<file path="src/pdtc_pkg.sv">
// ---------------------------------------------------------------------------
// Packed date/time comparator package
// Field layout, arithmetic widths, codes and tables shared by the block.
// ---------------------------------------------------------------------------
package pdtc_pkg;

	// Packed field word layout
	localparam int BITS_W      = 54;
	localparam int YEAR_LSB    = 40;
	localparam int YEAR_W      = 14;
	localparam int MONTH_LSB   = 36;
	localparam int MONTH_W     = 4;
	localparam int DAY_LSB     = 31;
	localparam int DAY_W       = 5;
	localparam int HOUR_LSB    = 26;
	localparam int HOUR_W      = 5;
	localparam int MINUTE_LSB  = 20;
	localparam int MINUTE_W    = 6;
	localparam int SECOND_LSB  = 14;
	localparam int SECOND_W    = 6;
	localparam int HAS_TZ_BIT  = 13;
	localparam int TZ_SIGN_BIT = 12;
	localparam int TZ_HOUR_LSB = 7;
	localparam int TZ_HOUR_W   = 5;
	localparam int TZ_MIN_LSB  = 1;
	localparam int TZ_MIN_W    = 6;

	// Low-precision operands keep their year in the low bits of the word
	localparam int LOW_YEAR_BITS = 40;

	// Result and wide year arithmetic
	localparam int DIFF_W = 43;
	localparam int WIDE_W = BITS_W + 3;

	// Timeline arithmetic widths
	localparam int PREV_W      = YEAR_W + 1;
	localparam int RECIP_W     = 13;
	localparam int RECIP_SHIFT = 19;
	localparam int PROD_W      = PREV_W + RECIP_W;
	localparam int Q100_W      = 8;
	localparam int TZ_W        = 11;
	localparam int TZO_W       = 12;
	localparam int SOD_W       = 19;
	localparam int LEAP_W      = 13;
	localparam int MDAY_W      = 9;
	localparam int DAYS_W      = 24;
	localparam int SECS_W      = 42;

	// x / 100 == (x * RECIP_100) >> RECIP_SHIFT for every x below 43690
	localparam logic [RECIP_W-1:0] RECIP_100 = 13'd5243;
	localparam logic [YEAR_W-1:0]  CENTURY   = 14'd100;

	localparam logic [MONTH_W-1:0] MONTH_MARCH = 4'd3;
	localparam logic [TZ_W-1:0]    TZ_MIN_PER_HOUR = 11'd60;

	localparam logic signed [DAYS_W-1:0] DAYS_YEAR  = 24'sd365;
	localparam logic signed [SECS_W-1:0] SEC_DAY_C  = 42'sd86400;
	localparam logic signed [SOD_W-1:0]  SEC_HOUR_C = 19'sd3600;
	localparam logic signed [SOD_W-1:0]  SEC_MIN_C  = 19'sd60;

	// Fourteen hours either side of zero
	localparam logic signed [DIFF_W-1:0] TZ_WINDOW = 43'sd50400;

	// Saturation bounds of the result, held at the wide year width
	localparam logic signed [WIDE_W-1:0] YDIFF_MAX =
		{{(WIDE_W-DIFF_W+1){1'b0}}, {(DIFF_W-1){1'b1}}};
	localparam logic signed [WIDE_W-1:0] YDIFF_MIN =
		{{(WIDE_W-DIFF_W+1){1'b1}}, {(DIFF_W-1){1'b0}}};

	typedef enum logic [1:0] {
		MODE_NORMAL,
		MODE_STRICT,
		MODE_STRICT_EQ,
		MODE_ALT
	} mode_t;

	typedef enum logic [1:0] {
		SUB_DATE,
		SUB_DATETIME,
		SUB_TIME,
		SUB_STAMP
	} subtype_t;

	// Load enables of the timeline stages
	typedef struct packed {
		logic s2;
		logic s3;
		logic s4;
	} stage_en_t;

	// Days in the year before the first of a month; 13 to 15 count a full year
	function automatic logic [MDAY_W-1:0] days_before_month(input logic [MONTH_W-1:0] m);
		logic [MDAY_W-1:0] d;
		case (m)
			4'd0:    d = 9'd0;
			4'd1:    d = 9'd0;
			4'd2:    d = 9'd31;
			4'd3:    d = 9'd59;
			4'd4:    d = 9'd90;
			4'd5:    d = 9'd120;
			4'd6:    d = 9'd151;
			4'd7:    d = 9'd181;
			4'd8:    d = 9'd212;
			4'd9:    d = 9'd243;
			4'd10:   d = 9'd273;
			4'd11:   d = 9'd304;
			4'd12:   d = 9'd334;
			default: d = 9'd365;
		endcase
		return d;
	endfunction

endpackage

</file>
<file path="src/pdtc_timeline.sv">
// ---------------------------------------------------------------------------
// Packed date/time to UTC seconds
// Three-stage conversion of one operand to seconds on a proleptic Gregorian
// timeline: leap-day quotients, day count, then scaling to seconds.
// ---------------------------------------------------------------------------
module pdtc_timeline (
	input  logic                                 clk,
	input  pdtc_pkg::stage_en_t                  en,
	input  logic [1:0]                           subtype,
	input  logic                                 negative,
	input  logic [pdtc_pkg::BITS_W-1:0]          bits,
	output logic signed [pdtc_pkg::SECS_W-1:0]   secs
);

	// Stage 2 inputs
	logic                                   is_time;
	logic                                   is_date;
	logic [pdtc_pkg::YEAR_W-1:0]            mag;
	logic [pdtc_pkg::YEAR_W-1:0]            abs_y_c;
	logic signed [pdtc_pkg::PREV_W-1:0]     year_c;
	logic signed [pdtc_pkg::PREV_W-1:0]     prev_c;
	logic [pdtc_pkg::PREV_W-1:0]            abs_p_c;
	logic [pdtc_pkg::PROD_W-1:0]            prod_y;
	logic [pdtc_pkg::PROD_W-1:0]            prod_p;
	logic [pdtc_pkg::HOUR_W-1:0]            hour_c;
	logic [pdtc_pkg::MINUTE_W-1:0]          minute_c;
	logic [pdtc_pkg::SECOND_W-1:0]          second_c;
	logic [pdtc_pkg::TZ_W-1:0]              tz_mag;
	logic signed [pdtc_pkg::TZO_W-1:0]      tz_off;
	logic signed [pdtc_pkg::TZO_W-1:0]      min_rel;
	logic signed [pdtc_pkg::SOD_W-1:0]      sod_c;

	// Stage 2 registers
	logic signed [pdtc_pkg::PREV_W-1:0]     prev_s2;
	logic [pdtc_pkg::PREV_W-1:0]            abs_p_s2;
	logic [pdtc_pkg::Q100_W-1:0]            q100p_s2;
	logic [pdtc_pkg::YEAR_W-1:0]            abs_y_s2;
	logic [pdtc_pkg::Q100_W-1:0]            q100y_s2;
	logic [pdtc_pkg::MONTH_W-1:0]           month_s2;
	logic [pdtc_pkg::DAY_W-1:0]             day_s2;
	logic signed [pdtc_pkg::SOD_W-1:0]      sod_s2;

	// Stage 3 logic and registers
	logic [pdtc_pkg::LEAP_W-1:0]            leap_mag;
	logic signed [pdtc_pkg::DAYS_W-1:0]     leap_days;
	logic                                   div100;
	logic                                   leap_year;
	logic [pdtc_pkg::MDAY_W-1:0]            mdays;
	logic signed [pdtc_pkg::DAYS_W-1:0]     days_c;
	logic signed [pdtc_pkg::DAYS_W-1:0]     days_s3;
	logic signed [pdtc_pkg::SOD_W-1:0]      sod_s3;

	logic signed [pdtc_pkg::SECS_W-1:0]     secs_s4;

	// Year, previous year and their hundreds by reciprocal multiplication
	always_comb begin
		is_time = (subtype == pdtc_pkg::SUB_TIME);
		is_date = (subtype == pdtc_pkg::SUB_DATE);
		mag     = bits[pdtc_pkg::YEAR_LSB +: pdtc_pkg::YEAR_W];
		abs_y_c = is_time ? pdtc_pkg::YEAR_W'(1) : mag;
		if (is_time) begin
			year_c = pdtc_pkg::PREV_W'(1);
		end else if (negative) begin
			year_c = -$signed({1'b0, mag});
		end else begin
			year_c = $signed({1'b0, mag});
		end
		prev_c  = year_c - pdtc_pkg::PREV_W'(1);
		abs_p_c = prev_c[pdtc_pkg::PREV_W-1] ? pdtc_pkg::PREV_W'(-prev_c)
		                                     : pdtc_pkg::PREV_W'(prev_c);
		prod_y  = pdtc_pkg::PROD_W'(abs_y_c) * pdtc_pkg::PROD_W'(pdtc_pkg::RECIP_100);
		prod_p  = pdtc_pkg::PROD_W'(abs_p_c) * pdtc_pkg::PROD_W'(pdtc_pkg::RECIP_100);
	end

	// Seconds within the day, timezone offset taken off the minutes
	always_comb begin
		hour_c   = is_date ? '0 : bits[pdtc_pkg::HOUR_LSB +: pdtc_pkg::HOUR_W];
		minute_c = is_date ? '0 : bits[pdtc_pkg::MINUTE_LSB +: pdtc_pkg::MINUTE_W];
		second_c = is_date ? '0 : bits[pdtc_pkg::SECOND_LSB +: pdtc_pkg::SECOND_W];
		tz_mag   = pdtc_pkg::TZ_W'(bits[pdtc_pkg::TZ_HOUR_LSB +: pdtc_pkg::TZ_HOUR_W])
		         * pdtc_pkg::TZ_MIN_PER_HOUR
		         + pdtc_pkg::TZ_W'(bits[pdtc_pkg::TZ_MIN_LSB +: pdtc_pkg::TZ_MIN_W]);
		if (!bits[pdtc_pkg::HAS_TZ_BIT]) begin
			tz_off = '0;
		end else if (bits[pdtc_pkg::TZ_SIGN_BIT]) begin
			tz_off = -$signed({1'b0, tz_mag});
		end else begin
			tz_off = $signed({1'b0, tz_mag});
		end
		min_rel = $signed(pdtc_pkg::TZO_W'(minute_c)) - tz_off;
		sod_c   = $signed(pdtc_pkg::SOD_W'(hour_c)) * pdtc_pkg::SEC_HOUR_C
		        + pdtc_pkg::SOD_W'(min_rel) * pdtc_pkg::SEC_MIN_C
		        + $signed(pdtc_pkg::SOD_W'(second_c));
	end

	always_ff @(posedge clk) begin
		if (en.s2) begin
			prev_s2  <= prev_c;
			abs_p_s2 <= abs_p_c;
			q100p_s2 <= prod_p[pdtc_pkg::RECIP_SHIFT +: pdtc_pkg::Q100_W];
			abs_y_s2 <= abs_y_c;
			q100y_s2 <= prod_y[pdtc_pkg::RECIP_SHIFT +: pdtc_pkg::Q100_W];
			month_s2 <= is_time ? pdtc_pkg::MONTH_W'(1)
			                    : bits[pdtc_pkg::MONTH_LSB +: pdtc_pkg::MONTH_W];
			day_s2   <= is_time ? pdtc_pkg::DAY_W'(1)
			                    : bits[pdtc_pkg::DAY_LSB +: pdtc_pkg::DAY_W];
			sod_s2   <= sod_c;
		end
	end

	// Day count: whole years, truncated leap days, month start and day
	always_comb begin
		// prev/4 - prev/100 + prev/400 on the magnitude, sign restored after
		leap_mag  = pdtc_pkg::LEAP_W'(abs_p_s2 >> 2)
		          + pdtc_pkg::LEAP_W'(q100p_s2 >> 2)
		          - pdtc_pkg::LEAP_W'(q100p_s2);
		leap_days = prev_s2[pdtc_pkg::PREV_W-1] ? -$signed(pdtc_pkg::DAYS_W'(leap_mag))
		                                        : $signed(pdtc_pkg::DAYS_W'(leap_mag));
		div100    = (abs_y_s2 == pdtc_pkg::YEAR_W'(q100y_s2) * pdtc_pkg::CENTURY);
		leap_year = (abs_y_s2[1:0] == 2'b00) && (!div100 || (q100y_s2[1:0] == 2'b00));
		mdays     = pdtc_pkg::days_before_month(month_s2)
		          + pdtc_pkg::MDAY_W'(leap_year && (month_s2 >= pdtc_pkg::MONTH_MARCH));
		days_c    = pdtc_pkg::DAYS_W'(prev_s2) * pdtc_pkg::DAYS_YEAR
		          + leap_days
		          + $signed(pdtc_pkg::DAYS_W'(mdays))
		          + $signed(pdtc_pkg::DAYS_W'(day_s2))
		          - pdtc_pkg::DAYS_W'(1);
	end

	always_ff @(posedge clk) begin
		if (en.s3) begin
			days_s3 <= days_c;
			sod_s3  <= sod_s2;
		end
	end

	// Scale days to seconds
	always_ff @(posedge clk) begin
		if (en.s4) begin
			secs_s4 <= pdtc_pkg::SECS_W'(days_s3) * pdtc_pkg::SEC_DAY_C
			         + pdtc_pkg::SECS_W'(sod_s3);
		end
	end

	assign secs = secs_s4;

endmodule

</file>
<file path="src/packed_datetime_comparator.sv">
// ---------------------------------------------------------------------------
// Packed date/time comparator
// Compares two packed date/time values and returns left minus right.
// ---------------------------------------------------------------------------
// Usage:
//   Request channel (req_valid/req_ready) carries the mode and both operands;
//   result channel (res_valid/res_ready) returns the signed difference, in
//   seconds or, when either side is low precision, in years, plus the
//   indeterminate flag of the strict modes.
//   Pipeline: a transaction accepted on the request port passes, when
//   nothing stalls, to the result port through five register stages:
//   input, leap quotients, day count, seconds, result.
//   Throughput: one transaction per cycle when not stalled; each stage has
//   its own valid bit, so requests keep coming in until every stage is full.
//   The reciprocal divisions, the day count and the days-to-seconds product
//   each take a stage and set the depth.
//   Stall: while res_ready is low the result holds; request acceptance stops
//   only once all stages behind the result register hold a transaction.
//   Reset: arst_n clears every valid bit; no result is presented after
//   reset until a request has passed through.
// ---------------------------------------------------------------------------
module packed_datetime_comparator (
	input  logic                                clk,
	input  logic                                arst_n,
	input  logic                                req_valid,
	output logic                                req_ready,
	input  logic [1:0]                          req_type,
	input  logic [1:0]                          lhs_kind,
	input  logic                                lhs_negative,
	input  logic                                lhs_low_precision,
	input  logic [pdtc_pkg::BITS_W-1:0]         lhs_bits,
	input  logic [1:0]                          rhs_kind,
	input  logic                                rhs_negative,
	input  logic                                rhs_low_precision,
	input  logic [pdtc_pkg::BITS_W-1:0]         rhs_bits,
	output logic                                res_valid,
	input  logic                                res_ready,
	output logic signed [pdtc_pkg::DIFF_W-1:0]  difference,
	output logic                                indeterminate
);

	// Result decided without the timeline, or how to finish it
	typedef struct packed {
		logic                               fixed;
		logic                               check_tz;
		logic                               indet;
		logic signed [pdtc_pkg::DIFF_W-1:0] diff;
	} ctl_t;

	// Valid bits and stage readiness
	logic v_s1, v_s2, v_s3, v_s4, res_valid_q;
	logic rdy1, rdy2, rdy3, rdy4, rdy5;
	pdtc_pkg::stage_en_t en;

	// Input register
	logic [1:0]                  req_type_s1;
	logic [1:0]                  lhs_kind_s1, rhs_kind_s1;
	logic                        lhs_negative_s1, rhs_negative_s1;
	logic                        lhs_low_precision_s1, rhs_low_precision_s1;
	logic [pdtc_pkg::BITS_W-1:0] lhs_bits_s1, rhs_bits_s1;

	// Decision logic
	logic                               identical;
	logic                               compat;
	logic                               lhs_dt, rhs_dt;
	logic [pdtc_pkg::WIDE_W-1:0]        lhs_mag, rhs_mag;
	logic signed [pdtc_pkg::WIDE_W-1:0] lhs_year, rhs_year, ydiff;
	logic signed [pdtc_pkg::DIFF_W-1:0] ysat;
	ctl_t                               ctl_c, ctl_s2, ctl_s3, ctl_s4;

	logic signed [pdtc_pkg::SECS_W-1:0] lhs_secs, rhs_secs;
	logic signed [pdtc_pkg::DIFF_W-1:0] tdiff;
	logic                               in_window;

	logic signed [pdtc_pkg::DIFF_W-1:0] difference_q;
	logic                               indeterminate_q;

	// Each stage loads when empty or when the next one moves on
	always_comb begin
		rdy5 = !res_valid_q || res_ready;
		rdy4 = !v_s4 || rdy5;
		rdy3 = !v_s3 || rdy4;
		rdy2 = !v_s2 || rdy3;
		rdy1 = !v_s1 || rdy2;
		en.s2 = rdy2;
		en.s3 = rdy3;
		en.s4 = rdy4;
	end

	assign req_ready = rdy1;

	always_ff @(posedge clk or negedge arst_n) begin
		if (!arst_n) begin
			v_s1        <= 1'b0;
			v_s2        <= 1'b0;
			v_s3        <= 1'b0;
			v_s4        <= 1'b0;
			res_valid_q <= 1'b0;
		end else begin
			if (rdy1) v_s1 <= req_valid;
			if (rdy2) v_s2 <= v_s1;
			if (rdy3) v_s3 <= v_s2;
			if (rdy4) v_s4 <= v_s3;
			if (rdy5) res_valid_q <= v_s4;
		end
	end

	// Input register
	always_ff @(posedge clk) begin
		if (rdy1) begin
			req_type_s1          <= req_type;
			lhs_kind_s1          <= lhs_kind;
			lhs_negative_s1      <= lhs_negative;
			lhs_low_precision_s1 <= lhs_low_precision;
			lhs_bits_s1          <= lhs_bits;
			rhs_kind_s1          <= rhs_kind;
			rhs_negative_s1      <= rhs_negative;
			rhs_low_precision_s1 <= rhs_low_precision;
			rhs_bits_s1          <= rhs_bits;
		end
	end

	// Identity, subtype compatibility and the signed-year difference
	always_comb begin
		identical = (lhs_kind_s1 == rhs_kind_s1)
		         && (lhs_negative_s1 == rhs_negative_s1)
		         && (lhs_low_precision_s1 == rhs_low_precision_s1)
		         && (lhs_bits_s1 == rhs_bits_s1);
		lhs_dt = (lhs_kind_s1 == pdtc_pkg::SUB_DATETIME)
		      || (lhs_kind_s1 == pdtc_pkg::SUB_STAMP);
		rhs_dt = (rhs_kind_s1 == pdtc_pkg::SUB_DATETIME)
		      || (rhs_kind_s1 == pdtc_pkg::SUB_STAMP);
		if (req_type_s1 == pdtc_pkg::MODE_ALT) begin
			compat = (lhs_kind_s1 == rhs_kind_s1)
			      || ((lhs_kind_s1 != pdtc_pkg::SUB_TIME)
			       && (rhs_kind_s1 != pdtc_pkg::SUB_TIME));
		end else begin
			compat = (lhs_kind_s1 == rhs_kind_s1) || (lhs_dt && rhs_dt);
		end

		lhs_mag = lhs_low_precision_s1
		        ? pdtc_pkg::WIDE_W'(lhs_bits_s1[pdtc_pkg::LOW_YEAR_BITS-1:0])
		        : pdtc_pkg::WIDE_W'(lhs_bits_s1[pdtc_pkg::YEAR_LSB +: pdtc_pkg::YEAR_W]);
		rhs_mag = rhs_low_precision_s1
		        ? pdtc_pkg::WIDE_W'(rhs_bits_s1[pdtc_pkg::LOW_YEAR_BITS-1:0])
		        : pdtc_pkg::WIDE_W'(rhs_bits_s1[pdtc_pkg::YEAR_LSB +: pdtc_pkg::YEAR_W]);
		lhs_year = lhs_negative_s1 ? -$signed(lhs_mag) : $signed(lhs_mag);
		rhs_year = rhs_negative_s1 ? -$signed(rhs_mag) : $signed(rhs_mag);
		ydiff    = lhs_year - rhs_year;
		if (ydiff > pdtc_pkg::YDIFF_MAX) begin
			ysat = pdtc_pkg::DIFF_W'(pdtc_pkg::YDIFF_MAX);
		end else if (ydiff < pdtc_pkg::YDIFF_MIN) begin
			ysat = pdtc_pkg::DIFF_W'(pdtc_pkg::YDIFF_MIN);
		end else begin
			ysat = pdtc_pkg::DIFF_W'(ydiff);
		end
	end

	// Settle the result here unless it needs the timeline
	always_comb begin
		ctl_c.fixed    = 1'b1;
		ctl_c.check_tz = 1'b0;
		ctl_c.indet    = 1'b0;
		ctl_c.diff     = '0;
		if (identical) begin
			ctl_c.diff = '0;
		end else if (!compat) begin
			case (req_type_s1)
				pdtc_pkg::MODE_NORMAL: begin
					ctl_c.diff = $signed(pdtc_pkg::DIFF_W'(lhs_kind_s1))
					           - $signed(pdtc_pkg::DIFF_W'(rhs_kind_s1));
				end
				pdtc_pkg::MODE_STRICT: begin
					ctl_c.indet = 1'b1;
				end
				pdtc_pkg::MODE_STRICT_EQ: begin
					ctl_c.diff = -pdtc_pkg::DIFF_W'(1);
				end
				pdtc_pkg::MODE_ALT: begin
					ctl_c.diff = (lhs_kind_s1 != pdtc_pkg::SUB_TIME)
					           ? pdtc_pkg::DIFF_W'(1) : -pdtc_pkg::DIFF_W'(1);
				end
				default: begin
					ctl_c.diff = '0;
				end
			endcase
		end else if (lhs_low_precision_s1 || rhs_low_precision_s1) begin
			ctl_c.diff = ysat;
		end else begin
			ctl_c.fixed    = 1'b0;
			ctl_c.check_tz = ((req_type_s1 == pdtc_pkg::MODE_STRICT)
			               || (req_type_s1 == pdtc_pkg::MODE_STRICT_EQ))
			              && (lhs_bits_s1[pdtc_pkg::HAS_TZ_BIT]
			               != rhs_bits_s1[pdtc_pkg::HAS_TZ_BIT]);
		end
	end

	// Control travels alongside the timeline stages
	always_ff @(posedge clk) begin
		if (en.s2) ctl_s2 <= ctl_c;
		if (en.s3) ctl_s3 <= ctl_s2;
		if (en.s4) ctl_s4 <= ctl_s3;
	end

	pdtc_timeline u_lhs_tl (
		.clk      (clk),
		.en       (en),
		.subtype  (lhs_kind_s1),
		.negative (lhs_negative_s1),
		.bits     (lhs_bits_s1),
		.secs     (lhs_secs)
	);

	pdtc_timeline u_rhs_tl (
		.clk      (clk),
		.en       (en),
		.subtype  (rhs_kind_s1),
		.negative (rhs_negative_s1),
		.bits     (rhs_bits_s1),
		.secs     (rhs_secs)
	);

	// Timeline difference and the fourteen-hour window
	always_comb begin
		tdiff     = pdtc_pkg::DIFF_W'(lhs_secs) - pdtc_pkg::DIFF_W'(rhs_secs);
		in_window = (tdiff <= pdtc_pkg::TZ_WINDOW) && (tdiff >= -pdtc_pkg::TZ_WINDOW);
	end

	// Result register
	always_ff @(posedge clk) begin
		if (rdy5) begin
			difference_q    <= ctl_s4.fixed ? ctl_s4.diff : tdiff;
			indeterminate_q <= ctl_s4.fixed ? ctl_s4.indet : (ctl_s4.check_tz && in_window);
		end
	end

	assign res_valid     = res_valid_q;
	assign difference    = difference_q;
	assign indeterminate = indeterminate_q;

endmodule

</file>
<file path="config.mk">
export PLATFORM = sky130hd
export DESIGN_NAME = packed_datetime_comparator
export DESIGN_NICKNAME = d
export VERILOG_FILES = /design/src/pdtc_pkg.sv /design/src/pdtc_timeline.sv /design/src/packed_datetime_comparator.sv
export SDC_FILE = /design/constraint.sdc
export NUM_CORES = 2
export LEC_CHECK = 0
export ABC_AREA = 0
export BUFFER_PORTS_ARGS = -buffer_cell sky130_fd_sc_hd__clkbuf_2
export CAP_MARGIN = 20
export CORE_UTILIZATION = 30
export CTS_CLUSTER_DIAMETER = 200
export CTS_CLUSTER_SIZE = 10
export DETAILED_ROUTE_END_ITERATION = 12
export SLEW_MARGIN = 20
export SYNTH_ARGS = -nofsm -noshare
export SYNTH_HDL_FRONTEND = slang
export SYNTH_HIERARCHICAL = 1
export SYNTH_SLANG_ARGS = --single-unit
</file>
<file path="constraint.sdc">
create_clock -name clk -period 12.1 [get_ports clk]
set_input_delay 0.605 -clock clk [delete_from_list [all_inputs] [get_ports clk]]
set_output_delay 0.605 -clock clk [all_outputs]
set_load 0.02 [all_outputs]
</file>
==> run summary <==
Area growth, synth to finish: 9.06%
grt ovf: 0
Die X: 522 µm
number of max-cap violations: 0
Distinct cells, synth: 112
Total GRT Usage: 15.6%
Critical Path Source Type: flip-flop
#FFs+latches synth: 665
drt first pass iters: 8
met3 Resource Use GR: 1.80%
Ys Warns: 6
gpl congestion: 0.909
proportion of netlist area held by the largest area contributor: 23.7%
Clock Tree Buf Depth: 3
share of the yosys chip area belonging to registers: 24.3%
hold_buf cts: 3
Site Rows: 190
WP data arrival: 10.37 ns
nets@finish: 10,500
Post-Syn Instances: 8,241
fin crit share: 81.8%
core area: 269,000 µm²
grt met1 use: 21.9%
Worst setup EP type: flip-flop
Crit-path slowest cell: o21ai_0
initial antenna violation count: 5
f_max: 101 MHz
slew margin rel.: 23.5%
die height: 522 µm
vias in the first global route: 60,300
Avg Synthesized Cell Area: 9.86 µm²
TritonCTS Sinks: 665
CTS tree: built
busiest grt layer: met2
crit path max fanout: 8
CTS Root Buffer Type: clkbuf_16
Hold Path Class: input pin to flip-flop
via count: 58,200
met2 GRT Util: 25.3%
Worst-path clk slew: 0.10 ns
top-count cell post-synth: inv_1
port bufs: 167
most frequent CP cell: ha_1
Clock Skew: 0.0677 ns
Starting Density: 30.2%
largest net degree at the start of global routing: 99
first-pass GRT wire length: 338,000 µm
H-tree depth: 3
EDFF count, synth: 642
Mapped Nets: 10,400
top cells by count, synth: 1,519 x inv_1, 1,333 x ha_1, 693 x fa_1
drt first-iter violations: 3,741
cts repair resizes: 0
outcome: complete, no violations
DP Wirelength: 180,000 µm
Primary FF master, synth: edfxtp_1
Setup CP Type: flip-flop to flip-flop
ys async rst share: 0.752%
min cycle time layout: 9.89 ns
drt wl/cell: 17.8 µm
Setup Buffers After CTS: 0
Crit path required time: 12.58 ns
total die area: 273,000 µm²
cts bufs inserted: 76
final setup violation count: 0
final-report hold violation count: 0
Synth Cell Area: 81,300 µm²
share of post-route cells with drive strength above 1: 5.25%
Post-DRT Antenna Nets: 0
io pins: 168
vias per inst: 4.86
RSZ-0062 raised after global routing: false
Synth area leader: edfxtp_1
clock insertion delay at the later pin of the skew report: 0.73 ns
DRC: 0
setup TNS: 0 ns
FF-to-FF setup slack: 2.21 ns
top cells by area, synth: edfxtp_1 24%, ha_1 21%, fa_1 17%
Slew Limit Fails: 0
final WL: 214,000 µm
Least-Margin Pin Slew: 1.14 ns
slowest stage delay, CP: 0.66 ns
==> critical path: cells and delay by family (launching register included) <==
kind,cells,cell delay [ns]
buf+inv,4,0.30
compound gates,10,2.16
simple gates,11,1.74
xor+xnor,2,0.31
flops,1,0.57
fa+ha+maj,11,4.62
==> final timing paths <==
path                           startpoint             endpoint  cells past startpoint
setup / recovery           lhs_bits_s1[9]  u_lhs_tl/sod_s2[18]                     38
hold / removal               rhs_bits[48]      rhs_bits_s1[48]                      1
setup reg to reg           lhs_bits_s1[9]  u_lhs_tl/sod_s2[18]                     38
hold reg to reg                ctl_s3[14]           ctl_s4[14]                      0
max in group asynchronous          arst_n            res_valid                      2
min in group asynchronous          arst_n                 v_s4                      2
==> per-stage QoR <==
| step | instance area, µm² | std cells | util, % | hold WS, ns | setup WS (ns) |
|---|---|---|---|---|---|
| 6_report | 88600 | 12000 | 33.0 | 0.0738 | 2.21 |
| 5_1_grt | 88600 | 12000 | 33.0 | 0.0302 | 1.57 |
| 4_1_cts | 88600 | 12000 | 33.0 | 0.00289 | 2.31 |
| 3_5_place_dp | 86300 | 11900 | 32.1 | 0.405 | 2.20 |
| 3_3_place_gp | 86300 | 11900 | 32.1 | 0.402 | 2.39 |
| 2_1_floorplan | 81300 | 8241 | - | 0.309 | 0.964 |
==> area by class of cell <==
cell class / instances / area (µm²)
diodes: 1 / 2.50
clock buffers: 120 / 2110
clock inverters: 6 / 110
fillers: 27300 / 180000
inverters: 1525 / 5720
multi-input cells: 5907 / 55200
flip-flops and latches: 665 / 19800
well taps: 3552 / 4440
repair buffers: 217 / 1250
==> routing by layer <==
metal | vias to the layer above | wire, µm
met3 | 245 | 9800
met2 | 1237 | 95300
met4 | 2 | 5620
li1 | 28400 | -
met1 | 28400 | 103000
met5 | - | 13
==> cell usage in the layout (no fill, tap or decap), types with 41 or more instances in the layout <==
| cell type | netlist | routed |
|---|---|---|
| nor3_1 | 146 | 146 |
| a21o_1 | 150 | 150 |
| o21bai_1 | 60 | 60 |
| or3_1 | 45 | 45 |
| nand2b_1 | 68 | 68 |
| clkbuf_16 | 0 | 78 |
| inv_1 | 1519 | 1518 |
| o21a_1 | 86 | 86 |
| and3_1 | 56 | 56 |
| ha_1 | 1333 | 1333 |
| o31ai_1 | 46 | 46 |
| nor2_1 | 356 | 356 |
| mux2i_1 | 55 | 55 |
| clkbuf_1 | 123 | 42 |
| clkbuf_2 | 0 | 167 |
| xnor2_1 | 408 | 408 |
| nand3_1 | 102 | 101 |
| a21oi_1 | 413 | 413 |
| xor2_1 | 252 | 252 |
| o21ai_0 | 307 | 307 |
| buf_4 | 1 | 45 |
| nand2_1 | 458 | 456 |
| nor4_1 | 50 | 50 |
| a31oi_1 | 50 | 49 |
| fa_1 | 693 | 693 |
| and2_1 | 41 | 41 |
| nor2b_1 | 84 | 84 |
| edfxtp_1 | 642 | 642 |
| nand4_1 | 71 | 71 |
| a211oi_1 | 46 | 46 |
| o21ai_1 | 48 | 48 |
==> registers in the layout, indices dropped and copies added (netlist names), 8 cells and up, named ones only <==
name	count
u_lhs_tl/sod_s3	19
ctl_s4	46
u_rhs_tl/sod_s2	19
u_lhs_tl/secs	42
u_lhs_tl/days_s3	24
ctl_s3	46
u_rhs_tl/prev_s2	15
u_lhs_tl/q100y_s2	8
u_rhs_tl/abs_y_s2	14
u_lhs_tl/abs_y_s2	14
ctl_s2	46
lhs_bits_s1	54
difference	43
u_rhs_tl/q100y_s2	8
u_rhs_tl/secs	42
u_lhs_tl/sod_s2	19
u_lhs_tl/abs_p_s2	13
rhs_bits_s1	54
u_lhs_tl/prev_s2	15
u_rhs_tl/abs_p_s2	13
u_rhs_tl/days_s3	24
u_lhs_tl/q100p_s2	8
u_rhs_tl/q100p_s2	8
u_rhs_tl/sod_s3	19
==> kinds of logic after synthesis <==
logic type               synth area share [%]
multiplexers                             1.01
flip-flops                               24.3
buffers and inverters                    7.78
adder cells (fa/ha/maj)                  37.6
XOR/XNOR                                 7.22
AO/OA/AOI/OAI                            12.0
AND/OR/NAND/NOR                          10.1
Power is not shown: default switching activity piles up to over one toggle a cycle in this logic, so the estimate is an artifact.
